### config.mk
export PLATFORM = sky130hd
export DESIGN_NAME = line_fingerprint_matcher
export DESIGN_NICKNAME = d
export VERILOG_FILES = /design/src/lfm_pkg.sv /design/src/lfm_cell.sv /design/src/line_fingerprint_matcher.sv
export SDC_FILE = /design/constraint.sdc
export NUM_CORES = 1
export LEC_CHECK = 0
export BUFFER_PORTS_ARGS = -buffer_cell sky130_fd_sc_hd__buf_2
export CORE_MARGIN = 3
export CORE_UTILIZATION = 55
export DETAILED_ROUTE_END_ITERATION = 8
export PLACE_DENSITY = 0.73
export SYNTH_ARGS = -nofsm -noshare
export SYNTH_HDL_FRONTEND = slang
export SYNTH_SLANG_ARGS = --single-unit
### constraint.sdc
create_clock -name clk -period 9.15 [get_ports clk]
set_input_delay 0.4575 -clock clk [delete_from_list [all_inputs] [get_ports clk]]
set_output_delay 0.4575 -clock clk [all_outputs]
set_load 0.03 [all_outputs]
### src/lfm_pkg.sv
// shared types, codes and fingerprint constants for the line fingerprint matcher
package lfm_pkg;

  // window depth in characters and number of fingerprints
  localparam int WIN_DEPTH = 30;
  localparam int NPAT      = 4;

  typedef logic [7:0]             byte_t;
  typedef logic [NPAT-1:0]        hit_t;
  typedef logic [WIN_DEPTH*8-1:0] pat_word_t;

  // command codes
  localparam logic [1:0] CMD_BYTE   = 2'd0;
  localparam logic [1:0] CMD_HANGUP = 2'd1;
  localparam logic [1:0] CMD_START  = 2'd2;

  // status codes
  localparam logic [2:0] ST_PENDING     = 3'd0;
  localparam logic [2:0] ST_FOUND       = 3'd1;
  localparam logic [2:0] ST_LIMIT       = 3'd2;
  localparam logic [2:0] ST_PEER_CLOSED = 3'd3;
  localparam logic [2:0] ST_IGNORED     = 3'd4;

  // special characters
  localparam byte_t CH_NUL = 8'h00;
  localparam byte_t CH_LF  = 8'h0A;
  localparam byte_t CH_CR  = 8'h0D;

  // read limit after reset
  localparam logic [15:0] READ_LIMIT_RST = 16'd4096;

  // fingerprints, last character in the low byte so byte k lines up with window cell k
  localparam pat_word_t PAT_TEXT [NPAT] = '{
    pat_word_t'("HTTP/1.1 301 Moved Permanently"),
    pat_word_t'({"Location: ", 96'h6D696E646A61696C2E7A6970}),
    pat_word_t'("Content-Type: application/zip"),
    pat_word_t'("X-Pad: avoid browser bug")
  };

  localparam int PAT_LEN [NPAT] = '{30, 22, 29, 24};

endpackage

### src/lfm_cell.sv
// one window cell: holds one character and compares its incoming character
module lfm_cell import lfm_pkg::*; #(
  parameter int IDX = 0
) (
  input  logic  clk,
  input  logic  rst_n,
  input  logic  shift_en,
  input  logic  clr,
  input  byte_t din,
  output byte_t q,
  output hit_t  hit
);

  byte_t q_r;

  // character storage, loaded on every shift from the neighbor (cell 0: the input byte)
  always_ff @(posedge clk) begin
    if (!rst_n || clr) begin
      q_r <= '0;
    end else if (shift_en) begin
      q_r <= din;
    end
  end

  assign q = q_r;

  // compare the character this cell takes on a shift; positions past a pattern end pass
  always_comb begin
    for (int p = 0; p < NPAT; p++) begin
      hit[p] = (IDX >= PAT_LEN[p]) || (din == PAT_TEXT[p][IDX*8 +: 8]);
    end
  end

endmodule

### src/line_fingerprint_matcher.sv
// top level of the line fingerprint matcher
// Takes one word per clock (command plus received byte) and returns exactly one result word
// per input word in the cycle after acceptance, through a one-entry output register; with the
// output taken every cycle the block sustains one word per cycle. The last 30 kept characters
// of the line sit in a chain of 30 cells that all shift on each kept character and compare
// against the four fingerprints in parallel; hits are gathered per line and the
// lowest-numbered one is latched at LF. read_limit may be written only while idle.
module line_fingerprint_matcher import lfm_pkg::*; #(
  parameter int LINE_LEN = 128
) (
  input  logic        clk,
  input  logic        rst_n,
  input  logic        in_valid,
  output logic        in_ready,
  input  logic [1:0]  in_command,
  input  logic [7:0]  in_data_byte,
  output logic        out_valid,
  input  logic        out_ready,
  output logic [2:0]  out_status,
  output logic [3:0]  out_match_flags,
  input  logic        cfg_wr_en,
  input  logic [15:0] cfg_wr_data
);

  localparam int LEN_W = $clog2(LINE_LEN + 1);

  logic [15:0]      read_limit_r;
  logic [LEN_W-1:0] line_length_r, line_length_nxt;
  logic [15:0]      bytes_seen_r, bytes_seen_nxt, bytes_inc;
  hit_t             line_hits_r, line_hits_nxt;
  hit_t             found_flags_r, found_flags_nxt;
  logic             closed_r, closed_nxt;
  logic             out_valid_r;
  logic [2:0]       out_status_r, status_nxt;
  logic [3:0]       out_flags_r;

  logic             accept;
  logic             shift_en, clr_win;
  logic [LEN_W-1:0] len_inc;
  hit_t             win_hit, pat_hit, first_hit;

  byte_t            cell_din [WIN_DEPTH];
  byte_t            cell_q   [WIN_DEPTH];
  hit_t             cell_hit [WIN_DEPTH];

  assign in_ready = !out_valid_r || out_ready;
  assign accept   = in_valid && in_ready;

  // window chain
  for (genvar k = 0; k < WIN_DEPTH; k++) begin : g_cell
    if (k == 0) begin : g_head
      assign cell_din[k] = in_data_byte;
    end else begin : g_link
      assign cell_din[k] = cell_q[k-1];
    end
    lfm_cell #(.IDX(k)) u_cell (
      .clk      (clk),
      .rst_n    (rst_n),
      .shift_en (shift_en),
      .clr      (clr_win),
      .din      (cell_din[k]),
      .q        (cell_q[k]),
      .hit      (cell_hit[k])
    );
  end

  // combine cell compares into full-pattern hits
  assign len_inc = line_length_r + LEN_W'(1);
  always_comb begin
    win_hit = '1;
    for (int k = 0; k < WIN_DEPTH; k++) begin
      win_hit = win_hit & cell_hit[k];
    end
    for (int p = 0; p < NPAT; p++) begin
      pat_hit[p] = win_hit[p] && (len_inc >= LEN_W'(PAT_LEN[p]));
    end
  end

  // lowest-numbered hit of the line
  assign first_hit = line_hits_r & (~line_hits_r + hit_t'(1));
  assign bytes_inc = (bytes_seen_r != 16'hFFFF) ? bytes_seen_r + 16'd1 : bytes_seen_r;

  // per-word state update
  always_comb begin
    line_length_nxt = line_length_r;
    bytes_seen_nxt  = bytes_seen_r;
    line_hits_nxt   = line_hits_r;
    found_flags_nxt = found_flags_r;
    closed_nxt      = closed_r;
    status_nxt      = ST_PENDING;
    shift_en        = 1'b0;
    clr_win         = 1'b0;
    if (in_command == CMD_START) begin
      line_length_nxt = '0;
      bytes_seen_nxt  = '0;
      line_hits_nxt   = '0;
      found_flags_nxt = '0;
      closed_nxt      = 1'b0;
      clr_win         = accept;
    end else if (closed_r) begin
      status_nxt = ST_IGNORED;
    end else if (in_command == CMD_HANGUP) begin
      closed_nxt = 1'b1;
      status_nxt = ST_PEER_CLOSED;
    end else if (in_command == CMD_BYTE) begin
      bytes_seen_nxt = bytes_inc;
      if (bytes_inc >= read_limit_r) begin
        closed_nxt = 1'b1;
        status_nxt = ST_LIMIT;
      end else if (in_data_byte == CH_NUL || in_data_byte == CH_CR) begin
        // dropped
      end else if (in_data_byte == CH_LF) begin
        found_flags_nxt = found_flags_r | first_hit;
        line_hits_nxt   = '0;
        line_length_nxt = '0;
        if ((found_flags_r | first_hit) != '0) begin
          closed_nxt = 1'b1;
          status_nxt = ST_FOUND;
        end
      end else if (line_length_r < LEN_W'(LINE_LEN)) begin
        shift_en        = accept;
        line_length_nxt = len_inc;
        line_hits_nxt   = line_hits_r | pat_hit;
      end
    end
  end

  // state registers
  always_ff @(posedge clk) begin
    if (!rst_n) begin
      line_length_r <= '0;
      bytes_seen_r  <= '0;
      line_hits_r   <= '0;
      found_flags_r <= '0;
      closed_r      <= 1'b0;
    end else if (accept) begin
      line_length_r <= line_length_nxt;
      bytes_seen_r  <= bytes_seen_nxt;
      line_hits_r   <= line_hits_nxt;
      found_flags_r <= found_flags_nxt;
      closed_r      <= closed_nxt;
    end
  end

  // configuration register
  always_ff @(posedge clk) begin
    if (!rst_n) begin
      read_limit_r <= READ_LIMIT_RST;
    end else if (cfg_wr_en) begin
      read_limit_r <= cfg_wr_data;
    end
  end

  // output register
  always_ff @(posedge clk) begin
    if (!rst_n) begin
      out_valid_r <= 1'b0;
    end else if (accept) begin
      out_valid_r <= 1'b1;
    end else if (out_ready) begin
      out_valid_r <= 1'b0;
    end
  end

  always_ff @(posedge clk) begin
    if (accept) begin
      out_status_r <= status_nxt;
      out_flags_r  <= found_flags_nxt;
    end
  end

  assign out_valid       = out_valid_r;
  assign out_status      = out_status_r;
  assign out_match_flags = out_flags_r;

endmodule

==> flow_metrics.py <==
metrics = {
    "sta": {
        "finalSetupTns_ns": 0,
        "slew_violations": 68,
        "fin_crit_ns": 5.68,
        "fin_hold_ws_ns": 0.121,
        "setup_viol": 0,
        "rsz0062_at_grt": "no",
        "finalCritPeriodShare": 0.620,
        "worst_pin_slew_ns": 1.53,
        "clock_skew_ns": 0.0136,
        "fmax_mhz": 176,
        "hold_viol_final": 0,
        "relSlewSlack": -0.0223,
    },
    "cells_and_area": {
        "stdcell_area_um2": 14300,
        "post-route-util": 0.621,
        "num_antenna_cells": 0,
        "finalNonFillerCells": 1882,
        "drive_above_1_share": 0.0739,
        "layout_commonest_cell": "dfxtp_1",
        "n_fill_cell": 2035,
        "nets": 1597,
        "syn_to_final_growth_pct": 9.65,
        "layout_common_cells": "282 x dfxtp_1, 260 x nand3_1, 258 x o21ai_0",
    },
    "floorplan": {
        "die-height_um": 160,
        "core_area_um2": 23000,
        "num_rows": 55,
        "initial_utilization": 0.566,
        "dieArea_um2": 25600,
        "die_x_um": 160,
        "boundaryPins": 40,
    },
    "cts": {
        "htreeDepth": 1,
        "cts_made_buffers": 30,
        "cts_tree": "built",
        "ctsHoldBuffers": 0,
        "cts_buffer_depth": 3,
        "postCtsResizedCells": 0,
        "clk_pin_slew_worst_paths_ns": 0.06,
        "cts_setup_buffers": 0,
        "clockRootBuffer": "clkbuf_16",
        "clock-sinks": 289,
        "clk_latency_ns": 0.56,
    },
    "global_routing": {
        "grt_pass1_vias": 11100,
        "grt_max_degree": 235,
        "groute.usage.overall": 0.276,
        "antenna_found_initial": 0,
        "grt.overflow.total": 0,
        "grt_pass1_wl_mm": 59.2,
    },
    "drt": {
        "wl_mm": 37.1,
        "routedWlPerCell_um": 19.7,
        "drc": 0,
        "antenna_left": 0,
        "via_per_inst": 6.54,
        "dr.pass1.iters": 7,
        "vias": 12300,
        "drt_iter0_markers": 1754,
    },
    "yosys": {
        "ys_warn_count": 0,
        "ys.flop_type": "dfxtp_1",
        "ys_ff_latch": 289,
        "synth_sequential_area_ratio": 0.450,
        "ys_types": 61,
        "synth_fp_nets": 1656,
        "synthCells": 1605,
        "syn_area_um2": 13000,
        "syn_avg_cell_area_um2": 8.11,
        "synthArstFlopShare": 0,
        "synth-edff-count": 7,
    },
    "pwr": {
        "p_per_area_nw_per_um2": 194,
        "peakVddDrop_mv": 0.139,
        "leakage_nw": 4.51,
    },
    "critical_path": {
        "endpoint_kind": "register",
        "path_max_fanout": 134,
        "slowest_delay_ns": 1.01,
        "required_ns": 9.61,
        "path_buf_inv": 1,
        "crit_slowest_cell": "buf_4",
        "crit_arrival_ns": 6.13,
        "critPathLaunchType": "register",
        "rrSetupSlack_ns": 3.47,
        "path_cells": "and4_4 > nand4_1 > or4_1 > and2_4 > and4_4 > xor2_1 > ha_1 > and4_1 > o2111ai_1 > a31o_2 > and4_1 > o21ai_4 > buf_4 > o21ai_0 > a21oi_1",
        "cp_top_family": "simple AND/OR/NAND/NOR gates",
        "crit_type": "reg2reg",
    },
    "placed_design": {
        "place_area_um2": 13200,
        "io_buffers": 39,
        "gp_congestion": 0.945,
        "hpwl_mm": 23.4,
        "dp_cells": 1827,
    },
    "job": {
        "maxCapViolCount": 0,
    },
    "worst_hold_path": {
        "hp-class": "in2reg",
    },
    "outcome": {
        "violations": "max-slew violations",
        "outcome": "complete, but fails checks",
    },
}
tightest hold or removal path, delay by kind of cell:
family                 cells  cell delay (ns)
AOI/OAI and AO/OA          1             0.06
and+or+nand+nor            1             0.04
buffers and inverters      1             0.08
sequential cells by signal (all words and copies together), names as in the netlist:
signal,count
line_length_r,8
out_status,3
line_hits_r,4
read_limit_r,16
closed_r,1
out_match_flags,4
found_flags_r,4
g_cell.u_cell.q,232
bytes_seen_r,16
out_valid,1
path summary, 6_finish.rpt:
check,startpoint,endpoint,cells past startpoint
hold / removal,cfg_wr_data[12],read_limit_r[12],3
setup / recovery,bytes_seen_r[3],g_cell[7].u_cell.q[7],15
setup reg to reg,bytes_seen_r[3],g_cell[7].u_cell.q[7],15
hold reg to reg,g_cell[21].u_cell.q[5],g_cell[22].u_cell.q[5],2
area by class of cell:
type / instances / area, um^2 / area share
timing repair buffer: 49 / 295 / 0.0207
clock inverter: 14 / 219 / 0.0153
tap: 313 / 392 / 0.0274
sequential: 289 / 5860 / 0.410
clock buffer: 41 / 863 / 0.0605
multi-input combinational: 1152 / 6560 / 0.460
inverter: 24 / 90.1 / 0.00631
stage by stage:
stage / total power [mW] / setup slack [ns]
after global placement: 1.46 / 3.76
final: 2.77 / 3.47
after detailed placement: 1.46 / 3.69
after global routing: 2.84 / 3.17
after floorplan: 1.42 / 5.12
after CTS: 2.78 / 3.61
layer usage:
layer  track usage  share of wire
met5             0              0
met1         0.388           0.44
met2         0.426           0.45
met4        0.0915          0.034
met3        0.0591          0.086
cell usage after synthesis, drive strengths merged, types with 18 or more instances:
master,count,area [um^2]
dfxtp,282,5650
nand2,64,240
buf,25,118
o21ai,259,1300
ha,20,250
clkbuf,115,432
nand3,260,1300
nor2,33,140
nand4,22,138
nor4,31,194
nand4b,18,158
a21oi,252,1260
inv,24,90.1
nor3,23,115
where the power goes:
part | total, mW | switching (mW) | internal [mW]
clock | 1.33 | 0.505 | 0.824
combinational | 0.161 | 0.132 | 0.0291
sequential | 1.28 | 0.00609 | 1.27
total | 2.77 | 0.643 | 2.13
kinds of logic after synthesis:
logic type / synth area share
muxes: 0.0133
AOI/OAI and AO/OA: 0.221
buffers and inverters: 0.0491
xor gates and xnor gates: 0.00875
DFF: 0.450
adders and majority gates: 0.0192
and+or+nand+nor: 0.239
Power figures use the tool's default switching activity.
